$ cat config.mk
export PLATFORM = sky130hd
export DESIGN_NAME = sparse_tensor_chunk_splitter_top
export DESIGN_NICKNAME = d
export VERILOG_FILES = /design/src/rtl/stcs_pkg.sv /design/src/rtl/stcs_lane.sv /design/src/rtl/stcs_merge.sv /design/src/rtl/stcs_outq.sv /design/src/rtl/sparse_tensor_chunk_splitter_top.sv
export SDC_FILE = /design/constraint.sdc
export NUM_CORES = 2
export LEC_CHECK = 0
export BUFFER_PORTS_ARGS = -buffer_cell sky130_fd_sc_hd__buf_2
export CORE_ASPECT_RATIO = 1.25
export CORE_MARGIN = 3
export CORE_UTILIZATION = 40
export CTS_BUF_LIST = sky130_fd_sc_hd__clkbuf_2 sky130_fd_sc_hd__clkbuf_4 sky130_fd_sc_hd__clkbuf_8
export CTS_CLUSTER_DIAMETER = 200
export CTS_CLUSTER_SIZE = 8
export DETAILED_ROUTE_END_ITERATION = 6
export RECOVER_POWER = 50
export SLEW_MARGIN = 20
export SYNTH_ARGS = -nofsm -noshare
export SYNTH_HDL_FRONTEND = slang
export SYNTH_SLANG_ARGS = --single-unit
$ cat constraint.sdc
create_clock -name clk -period 20.4 [get_ports clk]
set_input_delay 2.04 -clock clk [delete_from_list [all_inputs] [get_ports clk]]
set_output_delay 2.04 -clock clk [all_outputs]
set_load 0.01 [all_outputs]
$ cat src/rtl/stcs_pkg.sv
// shared types and constants for the sparse tensor chunk splitter
package stcs_pkg;

  localparam int MODES_DEF      = 4;
  localparam int INDEX_BITS_DEF = 32;
  localparam int FIELD_MODES    = 4;
  localparam int COORD_W        = 32;
  localparam int HIGH_W         = 33;
  localparam int COUNT_W        = 32;
  localparam int OUTQ_DEPTH     = 4;
  localparam int OUTQ_PTR_W     = $clog2(OUTQ_DEPTH);
  localparam int OUTQ_LVL_W     = $clog2(OUTQ_DEPTH + 1);

  typedef enum logic [1:0] {
    CFG_SPLIT_MODE = 2'd0,
    CFG_CHUNK_SPAN = 2'd1,
    CFG_MODE_COUNT = 2'd2
  } cfg_index_t;

  typedef enum logic [1:0] {
    KIND_LAST  = 2'd0,
    KIND_MORE  = 2'd1,
    KIND_FINAL = 2'd2
  } kind_t;

  typedef struct packed {
    logic [1:0]  split_mode;
    logic [31:0] chunk_span;
    logic [2:0]  mode_count;
  } cfg_t;

  typedef struct packed {
    logic load;
    logic absorb;
  } lane_ctl_t;

  typedef struct packed {
    logic [COUNT_W-1:0]                     nonzero_total;
    logic [COUNT_W-1:0]                     span_covered;
    logic [FIELD_MODES-1:0][COORD_W-1:0]    low;
    logic [FIELD_MODES-1:0][HIGH_W-1:0]     high;
    logic                                   order_error;
    kind_t                                  result_kind;
  } result_t;

  typedef struct packed {
    logic                  room;
    logic [OUTQ_LVL_W-1:0] level;
  } q_status_t;

endpackage

$ cat src/rtl/stcs_lane.sv
// per-mode bounding box lane
module stcs_lane #(
  parameter int INDEX_BITS = stcs_pkg::INDEX_BITS_DEF
) (
  input  logic                  clk,
  input  stcs_pkg::lane_ctl_t   ctl,
  input  logic                  in_use,
  input  logic [INDEX_BITS-1:0] coord,
  output logic [INDEX_BITS-1:0] low,
  output logic [INDEX_BITS-1:0] high,
  output logic [INDEX_BITS-1:0] low_next,
  output logic [INDEX_BITS-1:0] high_next
);
  import stcs_pkg::*;

  always_comb begin
    low_next  = low;
    high_next = high;
    if (ctl.load) begin
      low_next  = coord;
      high_next = coord;
    end else if (ctl.absorb && in_use) begin
      if (coord < low) begin
        low_next = coord;
      end
      if (coord > high) begin
        high_next = coord;
      end
    end
  end

  always_ff @(posedge clk) begin
    if (ctl.load || ctl.absorb) begin
      low  <= low_next;
      high <= high_next;
    end
  end

endmodule

$ cat src/rtl/stcs_merge.sv
// chunk control: span check, counts, order flag and result records
module stcs_merge #(
  parameter int MODES      = stcs_pkg::MODES_DEF,
  parameter int INDEX_BITS = stcs_pkg::INDEX_BITS_DEF
) (
  input  logic                              clk,
  input  logic                              rst,
  input  stcs_pkg::cfg_t                    cfg,
  input  logic                              accept,
  input  logic                              last,
  input  logic [MODES-1:0][INDEX_BITS-1:0]  coord,
  input  logic [MODES-1:0][INDEX_BITS-1:0]  box_low,
  input  logic [MODES-1:0][INDEX_BITS-1:0]  box_high,
  input  logic [MODES-1:0][INDEX_BITS-1:0]  box_low_next,
  input  logic [MODES-1:0][INDEX_BITS-1:0]  box_high_next,
  output stcs_pkg::lane_ctl_t               lane_ctl,
  output logic [MODES-1:0]                  lane_use,
  output logic                              chunk_open,
  output logic [1:0]                        push,
  output stcs_pkg::result_t                 rec0,
  output stcs_pkg::result_t                 rec1
);
  import stcs_pkg::*;

  localparam int         MODE_BITS = $clog2(MODES);
  localparam logic [2:0] MODES_W   = 3'(MODES);

  logic [INDEX_BITS-1:0] first_idx, first_idx_next;
  logic [INDEX_BITS-1:0] latest_idx, latest_idx_next;
  logic [COUNT_W-1:0]    nonzeros, nonzeros_next;
  logic                  order_err, order_err_next;
  logic                  chunk_open_next;

  logic [2:0]            used;
  logic [1:0]            cut;
  logic [INDEX_BITS-1:0] idx;
  logic [INDEX_BITS-1:0] gap;
  logic [31:0]           limit;
  logic                  overflow;

  function automatic result_t make_rec(
    input logic [COUNT_W-1:0]                nnz,
    input logic [INDEX_BITS-1:0]             first_i,
    input logic [INDEX_BITS-1:0]             latest_i,
    input logic [MODES-1:0][INDEX_BITS-1:0]  lo,
    input logic [MODES-1:0][INDEX_BITS-1:0]  hi,
    input logic [MODES-1:0]                  use_mask,
    input logic                              err,
    input kind_t                             kind
  );
    result_t               r;
    logic [INDEX_BITS-1:0] d;
    d               = latest_i - first_i;
    r.nonzero_total = nnz;
    r.span_covered  = COUNT_W'(d) + COUNT_W'(1);
    r.low           = '0;
    r.high          = '0;
    for (int k = 0; k < MODES; k++) begin
      if (use_mask[k]) begin
        r.low[k]  = COORD_W'(lo[k]);
        r.high[k] = HIGH_W'(hi[k]) + HIGH_W'(1);
      end
    end
    r.order_error = err;
    r.result_kind = kind;
    return r;
  endfunction

  always_comb begin
    if (cfg.mode_count < 3'd2) begin
      used = 3'd2;
    end else if (cfg.mode_count > MODES_W) begin
      used = MODES_W;
    end else begin
      used = cfg.mode_count;
    end
    cut = ({1'b0, cfg.split_mode} < used) ? cfg.split_mode : 2'd0;
    for (int k = 0; k < MODES; k++) begin
      lane_use[k] = 3'(k) < used;
    end
  end

  assign idx      = coord[cut[MODE_BITS-1:0]];
  assign gap      = idx - first_idx;
  assign limit    = (cfg.chunk_span == 32'd0) ? 32'd1 : cfg.chunk_span;
  assign overflow = chunk_open && (idx > latest_idx) && (32'(gap) >= limit);

  assign lane_ctl.load   = accept && (!chunk_open || overflow);
  assign lane_ctl.absorb = accept && chunk_open && !overflow;

  always_comb begin
    first_idx_next  = first_idx;
    latest_idx_next = latest_idx;
    nonzeros_next   = nonzeros;
    order_err_next  = order_err;
    chunk_open_next = chunk_open;
    if (lane_ctl.load) begin
      first_idx_next  = idx;
      latest_idx_next = idx;
      nonzeros_next   = COUNT_W'(1);
      order_err_next  = 1'b0;
    end else if (lane_ctl.absorb) begin
      if (idx > latest_idx) begin
        latest_idx_next = idx;
      end else if (idx < latest_idx) begin
        order_err_next = 1'b1;
      end
      if (nonzeros != '1) begin
        nonzeros_next = nonzeros + COUNT_W'(1);
      end
    end
    if (accept) begin
      chunk_open_next = !last;
    end
  end

  always_comb begin
    push = 2'd0;
    if (accept) begin
      if (overflow) begin
        push = last ? 2'd2 : 2'd1;
      end else begin
        push = last ? 2'd1 : 2'd0;
      end
    end
    if (overflow) begin
      rec0 = make_rec(nonzeros, first_idx, latest_idx, box_low, box_high, lane_use,
                      order_err, last ? KIND_MORE : KIND_LAST);
    end else begin
      rec0 = make_rec(nonzeros_next, first_idx_next, latest_idx_next, box_low_next,
                      box_high_next, lane_use, order_err_next, KIND_FINAL);
    end
    rec1 = make_rec(nonzeros_next, first_idx_next, latest_idx_next, box_low_next,
                    box_high_next, lane_use, order_err_next, KIND_FINAL);
  end

  always_ff @(posedge clk) begin
    if (rst) begin
      chunk_open <= 1'b0;
      first_idx  <= '0;
      latest_idx <= '0;
      nonzeros   <= '0;
      order_err  <= 1'b0;
    end else begin
      chunk_open <= chunk_open_next;
      first_idx  <= first_idx_next;
      latest_idx <= latest_idx_next;
      nonzeros   <= nonzeros_next;
      order_err  <= order_err_next;
    end
  end

endmodule

$ cat src/rtl/stcs_outq.sv
// result queue, up to two words in and one word out per cycle when the head is taken
module stcs_outq (
  input  logic                 clk,
  input  logic                 rst,
  input  logic [1:0]           push,
  input  stcs_pkg::result_t    rec0,
  input  stcs_pkg::result_t    rec1,
  output stcs_pkg::result_t    head,
  output logic                 head_valid,
  input  logic                 head_take,
  output stcs_pkg::q_status_t  status
);
  import stcs_pkg::*;

  result_t                 slots [OUTQ_DEPTH];
  logic [OUTQ_PTR_W-1:0]   wptr;
  logic [OUTQ_PTR_W-1:0]   rptr;
  logic [OUTQ_LVL_W-1:0]   level;
  logic                    take;

  assign head_valid    = level != '0;
  assign take          = head_take && head_valid;
  assign head          = slots[rptr];
  assign status.level  = level;
  assign status.room   = level <= OUTQ_LVL_W'(OUTQ_DEPTH - 2);

  always_ff @(posedge clk) begin
    if (push != 2'd0) begin
      slots[wptr] <= rec0;
    end
    if (push == 2'd2) begin
      slots[OUTQ_PTR_W'(wptr + OUTQ_PTR_W'(1))] <= rec1;
    end
  end

  always_ff @(posedge clk) begin
    if (rst) begin
      wptr  <= '0;
      rptr  <= '0;
      level <= '0;
    end else begin
      wptr  <= wptr + OUTQ_PTR_W'(push);
      rptr  <= rptr + OUTQ_PTR_W'(take);
      level <= level + OUTQ_LVL_W'(push) - OUTQ_LVL_W'(take);
    end
  end

endmodule

$ cat src/rtl/sparse_tensor_chunk_splitter_top.sv
// top level of the sparse tensor chunk splitter
// a taken nonzero's results go into the result queue, whose head drives the master side
// throughput: one nonzero per cycle while the four-word result queue has room for two
// results drain one word per cycle while m_axis_tready is high; a nonzero closing two
// chunks queues two words; closes use the span subtract and compare of the control stage
// reset (rst, synchronous): no chunk open, queue empty, config registers to their defaults
module sparse_tensor_chunk_splitter_top #(
  parameter int MODES      = stcs_pkg::MODES_DEF,
  parameter int INDEX_BITS = stcs_pkg::INDEX_BITS_DEF
) (
  input  logic         clk,
  input  logic         rst,
  input  logic         cfg_valid,
  output logic         cfg_ready,
  input  logic [1:0]   cfg_index,
  input  logic [31:0]  cfg_data,
  input  logic         s_axis_tvalid,
  output logic         s_axis_tready,
  // coord_a, coord_b, coord_c, coord_d
  input  logic [127:0] s_axis_tdata,
  input  logic         s_axis_tlast,
  output logic         m_axis_tvalid,
  input  logic         m_axis_tready,
  // nonzero_total, span_covered, low_a..low_d, high_a..high_d, zero fill
  output logic [327:0] m_axis_tdata,
  // order_error, result_kind
  output logic [2:0]   m_axis_tuser
);
  import stcs_pkg::*;

  cfg_t                             cfg;
  logic                             accept;
  logic [MODES-1:0][INDEX_BITS-1:0] coord;
  logic [MODES-1:0][INDEX_BITS-1:0] box_low, box_high, box_low_next, box_high_next;
  lane_ctl_t                        lane_ctl;
  logic [MODES-1:0]                 lane_use;
  logic                             chunk_open;
  logic [1:0]                       push;
  result_t                          rec0, rec1, head;
  q_status_t                        q_status;

  assign cfg_ready     = 1'b1;
  assign s_axis_tready = q_status.room;
  assign accept        = s_axis_tvalid && s_axis_tready;

  always_ff @(posedge clk) begin
    if (rst) begin
      cfg.split_mode <= 2'd0;
      cfg.chunk_span <= 32'd1;
      cfg.mode_count <= 3'd3;
    end else if (cfg_valid && cfg_ready) begin
      unique case (cfg_index)
        CFG_SPLIT_MODE: cfg.split_mode <= cfg_data[1:0];
        CFG_CHUNK_SPAN: cfg.chunk_span <= cfg_data;
        CFG_MODE_COUNT: cfg.mode_count <= cfg_data[2:0];
        default: ;
      endcase
    end
  end

  for (genvar k = 0; k < MODES; k++) begin : g_lane
    assign coord[k] = s_axis_tdata[COORD_W*k +: INDEX_BITS];

    stcs_lane #(
      .INDEX_BITS(INDEX_BITS)
    ) u_lane (
      .clk      (clk),
      .ctl      (lane_ctl),
      .in_use   (lane_use[k]),
      .coord    (coord[k]),
      .low      (box_low[k]),
      .high     (box_high[k]),
      .low_next (box_low_next[k]),
      .high_next(box_high_next[k])
    );
  end

  stcs_merge #(
    .MODES     (MODES),
    .INDEX_BITS(INDEX_BITS)
  ) u_merge (
    .clk          (clk),
    .rst          (rst),
    .cfg          (cfg),
    .accept       (accept),
    .last         (s_axis_tlast),
    .coord        (coord),
    .box_low      (box_low),
    .box_high     (box_high),
    .box_low_next (box_low_next),
    .box_high_next(box_high_next),
    .lane_ctl     (lane_ctl),
    .lane_use     (lane_use),
    .chunk_open   (chunk_open),
    .push         (push),
    .rec0         (rec0),
    .rec1         (rec1)
  );

  stcs_outq u_outq (
    .clk       (clk),
    .rst       (rst),
    .push      (push),
    .rec0      (rec0),
    .rec1      (rec1),
    .head      (head),
    .head_valid(m_axis_tvalid),
    .head_take (m_axis_tready),
    .status    (q_status)
  );

  assign m_axis_tdata = {4'b0,
                         head.high[3], head.high[2], head.high[1], head.high[0],
                         head.low[3], head.low[2], head.low[1], head.low[0],
                         head.span_covered, head.nonzero_total};
  assign m_axis_tuser = {head.result_kind, head.order_error};

  a_room: assert property (@(posedge clk) disable iff (rst)
    accept |-> q_status.level <= OUTQ_LVL_W'(OUTQ_DEPTH - 2))
    else $error("nonzero taken without room for two results");

  a_level: assert property (@(posedge clk) disable iff (rst)
    q_status.level <= OUTQ_LVL_W'(OUTQ_DEPTH))
    else $error("result queue overrun");

  a_last_closes: assert property (@(posedge clk) disable iff (rst)
    accept && s_axis_tlast |=> !chunk_open)
    else $error("chunk left open after end of tensor");

  a_final_out: assert property (@(posedge clk) disable iff (rst)
    accept && s_axis_tlast |=> m_axis_tvalid)
    else $error("no result queued for end of tensor");

endmodule

# Yosys cells after proc, flatten, opt, wreduce, memory -nomap -nowiden
# Memories as Yosys holds them, arrays and structs flattened. A register that Yosys moved wholly into a read port is not among the register bits.
# Cells that the tools add are included.
totals:
  regBits: 398
  memories: 1
  ram_bits: 1308
  elab_cells: 153
op_classes:
  muxes: 67
  reduce_logical: 23
  add_sub_neg: 19
  magnitude_cmp: 20
  n_eq_ne: 4
mem_list:
  columns: ["name", "words", "width", "read_ports", "rd_clocked_by_memory_dff", "wr", "line_no", "text"]
  rows:
  - ["u_outq.slots", 4, 327, 1, 1, 2, "stcs_outq.sv:15", "result_t slots [OUTQ_DEPTH];"]
op_table:
  columns: ["cell", "count"]
  rows:
  - ["32-bit 2-to-1 mux", 41]
  - ["327-bit 2-to-1 mux", 1]
  - ["32-bit by 1-bit adder with 33-bit output (second input constant)", 8]
  - ["33-bit 2-to-1 mux", 8]
  - ["32-bit > comparator", 5]
  - ["32-bit < comparator", 5]
  - ["32-bit by 1-bit adder with 32-bit output (second input constant)", 3]
  - ["32-bit subtractor", 3]
  - ["32-bit binary-select mux with 2-bit select", 1]
  - ["32-bit >= comparator", 1]
  - ["32-bit zero test", 1]
  - ["32-bit != test (second input constant)", 1]
  - ["1-bit logical AND", 11]
  - ["2-bit 2-to-1 mux", 5]
  - ["1-bit 2-to-1 mux", 9]
  - ["1-bit by 3-bit < comparator with 1-bit output (first input constant)", 2]
  - ["2-bit by 3-bit < comparator with 1-bit output (first input constant)", 2]
  - ["3-bit 2-to-1 mux", 2]
  - ["2-bit AND reduction", 3]
  - ["2-bit == test (second input constant)", 2]
  - ["3-bit by 2-bit adder with 3-bit output", 1]
  - ["3-bit > comparator (second input constant)", 1]
  - ["3-bit by 2-bit less-or-equal comparator with 1-bit output (second input constant)", 1]
  - ["1-bit zero test", 3]
  - ["12 further kinds", 13]

# Logic depth before layout (Yosys ltp)
depth:
  ltp_word: 18
  ltp_mapped: 46

# Modules after synthesis
# A second synthesis with hierarchy kept.
hier_totals:
  hier_cells: 8134
  area_unflattened_um2: 104367.6
by_module_without_submodules:
  columns: ["module", "n_inst", "area_each_um2", "cells_per_inst", "seq_area_each_um2"]
  rows:
  - ["stcs_outq", 1, 63186.9, 3208, 39417.8]
  - ["stcs_merge", 1, 21607.0, 3334, 1961.9]
  - ["stcs_lane", 4, 4463.0, 356, 1921.8]
  - ["sparse_tensor_chunk_splitter_top", 1, 1721.7, 168, 740.7]

# Worst setup path after synthesis
# OpenSTA, ideal clock, no wires.
synth_path:
  kind: "input to register"
  from: "in s_axis_tdata[6]"
  to: "mem u_outq.slots[0][169] in the netlist's numbering, data pin"
  arrival_ns: 17.584
  cell_stages: 34
  setup_ns: 0.132
  path_slack_ns: 2.684
  cell_sequence: "buf_1 > mux4_2 > ha_1 > or3_1 > o311ai_0 > a21oi_1 > o21ai_0 > a211oi_1 > o21a_1 > nor3_1 > o21bai_1 > a21oi_1 > xnor2_1 > ha_1 > nand4_1 > nor4_1 > a221oi_1 > o21ai_1 > o21ba_2 > nor2_1 > nand2_1 > inv_2 > buf_2 > buf_2 > buf_2 > ha_1 > o21ai_1 > or3_1 > clkbuf_1 > nand2_1 > nand2_1 > o21ai_1 > clkbuf_1 > a22o_1"
synth_lines:
  columns: ["item", "line_no", "text"]
  rows:
  - ["start, declared", "sparse_tensor_chunk_splitter_top.sv:20", "input logic [127:0] s_axis_tdata,"]
  - ["end, declared", "stcs_outq.sv:15", null]

==> summary.txt <==
Die Ht = 553 µm
DP HPWL = 239,000 µm
Crit end category = register
Routed WL = 362,000 µm
Die W = 444 µm
DIE AREA = 246,000 µm²
Clk_skew = 0.132 ns
Post-synthesis xor/xnor area fraction = 3.15%
# Max-Cap Violations = 52
Seq/Total Area, Yosys = 51.8%
Syn Area/Cell = 11.9 µm²
TritonRoute pass-1 iters = 7
Initial drt markers = 9,474
Via count = 74.2k
Total track usage = 28.4%
Failing checks = design-rule violations, max-capacitance violations, max-slew violations
Min cycle time layout = 16.34 ns
DRC = 2
Final hold violation count = 0
Most used DFF post-synth = edfxtp_1
Largest cells by area after synthesis = edfxtp_1, mux4_2, ha_1
Number of global-route vias before repair = 73.1k
Clk root buf = clkbuf_8
Family with the most delay on the worst path = buffers and inverters
Slew Limit Headroom = -571%
I/O Buffers = 496
#FFs+latches synth = 1,706
Routed wire length per instance = 31.1 µm
Slowest cell on the critical path = clkbuf_1
Synth Area in Adders = 6.40%
Clock sinks = 1,706
Cts hold-fix bufs = 0
Critical path required time = 21.18 ns
Post-Syn Instances = 8,063
Setup TNS = 0 ns
Setup crit start kind = input pin
Fin nets = 9,030
Largest family of logic cells by synthesized area = compound AO/OA/AOI/OAI gates
Worst setup margin = 4.06 ns
Vias per inst = 6.38
Cts bufs inserted = 239
Post-synthesis simple-gate area fraction = 8.06%
RSZ-0062 raised after global routing = no
H-tree levels = 4
Crit path cell chain = clkbuf_1 > nand2_1 > clkbuf_1 > clkinvlp_2 > clkbuf_1 > o21ai_0 > or2_0 > o21ai_0 > clkbuf_1 > nand2b_1 > o22ai_1
Status = complete, but fails checks
Yosys warns = 0
EDFF count, synth = 1,556
Reg2reg start = cfg[2]$_SDFFE_PP0P_
Worst IR Drop VDD = 97.3 µV
Fmax = 61.2 MHz
Antenna-violating nets left = 0
Largest net degree at the start of global routing = 149
Worst Path Buf+Inv = 5
Critical R2R Capture = u_outq.slots[3][304]$_DFFE_PP_
Hold Path End = u_outq.slots[3][0]$_SDFFE_PP0P_
Share of cells above drive strength 1 = 13.1%
Synth-to-layout area growth = 9.50%
First-pass GRT wire length = 514,000 µm
Worst-Skew Late Latency = 1.07 ns
Post-CTS Setup Bufs = 0
Most common cell type on the critical path = clkbuf_1
Arr. time, crit path = 17.11 ns
Initial antenna violation count = 68
GP Congestion = 0.933
Ports = 502
Synth Area in Compound Gates = 15.1%
Total core area = 238,000 µm²
Overflow after GRT = 0
Initial Utilization = 40.3%
Hold Crit Class = register to register
CTS Buffer Depth = 4
TritonCTS clock tree = yes
Worst-path fanout max = 77
Final Core Density = 44.1%
Period utilization = 80.1%
Crit path kind = input pin to register
Area fraction of the dominant cell type after synthesis = 48.7%
Pre-CTS setup slack = 7.28 ns
Register-to-Register Path Depth = 34
Post-synth ARST share = 0%
Post-synthesis cell type count = 86
Hold Path Origin = u_outq.slots[3][0]$_SDFFE_PP0P_
CTS resizes = 0
Mux share of post-synthesis cell area = 11.3%
Cell taking the most area after synthesis = edfxtp_1
Row count = 200
Pwr Density = 119 nW/µm²
Slack of the worst reg-to-reg path = 4.23 ns
Static leakage = 0.0370 µW
Reg clk slew, reported paths = 0.08 ns
Mapped cell area = 95,900 µm²
Hold Path Stages = 2
Worst Tran Pin Value = 10.07 ns
Endpoints failing setup = 0
Max-slew violations = 2,126
Max incr delay on CP = 3.34 ns
stage by stage:
stage	instances	hold WS [ns]	area [µm²]	power [µW]
2_1_floorplan	8066	0.420	95900	8050
3_3_place_gp	11300	0.442	102000	9790
3_5_place_dp	11300	0.446	102000	9870
4_1_cts	11600	0.464	106000	12500
5_1_grt	11600	0.497	105000	13100
6_report	11600	0.469	105000	12500
sequential cells by signal, indices dropped and copies added, names as in the netlist:
register	cells
u_outq.slots	1308
u_merge.latest_idx	32
u_merge.chunk_open	1
u_merge.nonzeros	32
g_lane.u_lane.low	128
g_lane.u_lane.high	128
u_outq.wptr	2
cfg	37
u_outq.rptr	2
u_merge.first_idx	32
u_outq.level	3
u_merge.order_err	1
placed cells by master, fill, tap and decap left out, types with 80 or more instances in the layout:
cell type / count
a21o_1: 105
a21oi_1: 278
a22o_1: 324
buf_2: 168
clkbuf_1: 368
clkbuf_4: 91
clkbuf_8: 240
dfxtp_1: 149
edfxtp_1: 1556
ha_1: 484
inv_1: 438
mux2_1: 80
mux2_2: 83
mux2i_1: 94
mux4_2: 359
nand2_1: 693
nand3_1: 165
nand4_1: 97
nor2_1: 346
nor3_1: 83
o21ai_0: 372
o22ai_1: 782
o31ai_1: 89
xnor2_1: 245
xor2_1: 100
synth_stat cells, types with 11 or more instances:
cell / instances
nand2b_1: 39
or3_1: 25
nor3_1: 86
a211o_1: 11
o31ai_1: 88
nor2b_1: 55
and3_1: 70
a22o_1: 324
mux4_2: 359
o211ai_1: 24
a22oi_1: 15
o32ai_1: 13
buf_1: 81
o21bai_1: 16
nor2_1: 357
mux2_2: 163
clkbuf_1: 366
and2_1: 25
xor2_1: 100
ha_1: 484
a211oi_1: 25
inv_1: 441
nor4_1: 35
nand4_1: 97
a31oi_1: 15
o21a_1: 28
o21ai_1: 35
o21ai_0: 350
a21oi_1: 284
or2_2: 14
nand3_1: 165
xnor2_1: 245
dfxtp_1: 150
a21o_1: 105
nand2_1: 705
o22ai_1: 782
mux2i_1: 94
edfxtp_1: 1556
buf_2: 96
kinds of logic (layout without fill, tap and decap cells):
| family | Yosys count | after routing |
|---|---|---|
| muxes | 616 | 616 |
| and+or+nand+nor | 1701 | 1701 |
| AOI/OAI and AO/OA | 2206 | 2206 |
| DFF | 1706 | 1706 |
| other | 2 | 41 |
| adders and majority gates | 488 | 488 |
| xor gates and xnor gates | 345 | 345 |
| buffers and inverters | 999 | 1405 |
layer usage:
metal  GRT usage, %  vias up  wire length (µm)
met3           7.32      838             40200
met2           46.2     4367            169000
met4           14.8       42             21300
met5              0        -               269
met1           34.9    37100            132000
li1               -    31800                 -
layout make-up:
cell class                      count  area, µm²
Clock buffer                      331       3990
Clock inverter                      8        100
Inverter                          444       1690
Sequential cell                  1706      49700
Multi-Input combinational cell   5361      42500
Fill cell                       22100     133000
Timing Repair Buffer              622       2970
Tap cell                         3131       3920
Antenna cell                       36       90.1
worst min-delay path: stages (launching register included):
cell     delay, ns
dfxtp_1       0.33
nand2_1       0.05
o21ai_0       0.06
power breakdown:
part | total [µW] | internal (µW) | switching (µW)
logic | 5240 | 1890 | 3350
clock network | 2610 | 1230 | 1380
registers | 4640 | 4370 | 275
total | 12500 | 7490 | 5010
how the worst max path moves through the flow:
stage,start,endpoint,slack (ns),cells after the start
detailed placement,s_axis_tdata[102],u_outq.slots[1][294]$_DFFE_PP_,7.28,37
global placement,s_axis_tdata[102],u_outq.slots[3][294]$_DFFE_PP_,7.16,37
global route,cfg[2]$_SDFFE_PP0P_,u_outq.slots[3][303]$_DFFE_PP_,3.50,34
finish,s_axis_tvalid,u_outq.slots[1][203]$_DFFE_PP_,4.06,11
floorplan,s_axis_tdata[6],u_outq.slots[0][169]$_DFFE_PP_,2.68,34
CTS,cfg[2]$_SDFFE_PP0P_,u_outq.slots[1][294]$_DFFE_PP_,7.72,39
(Power assumes the default switching activity.)
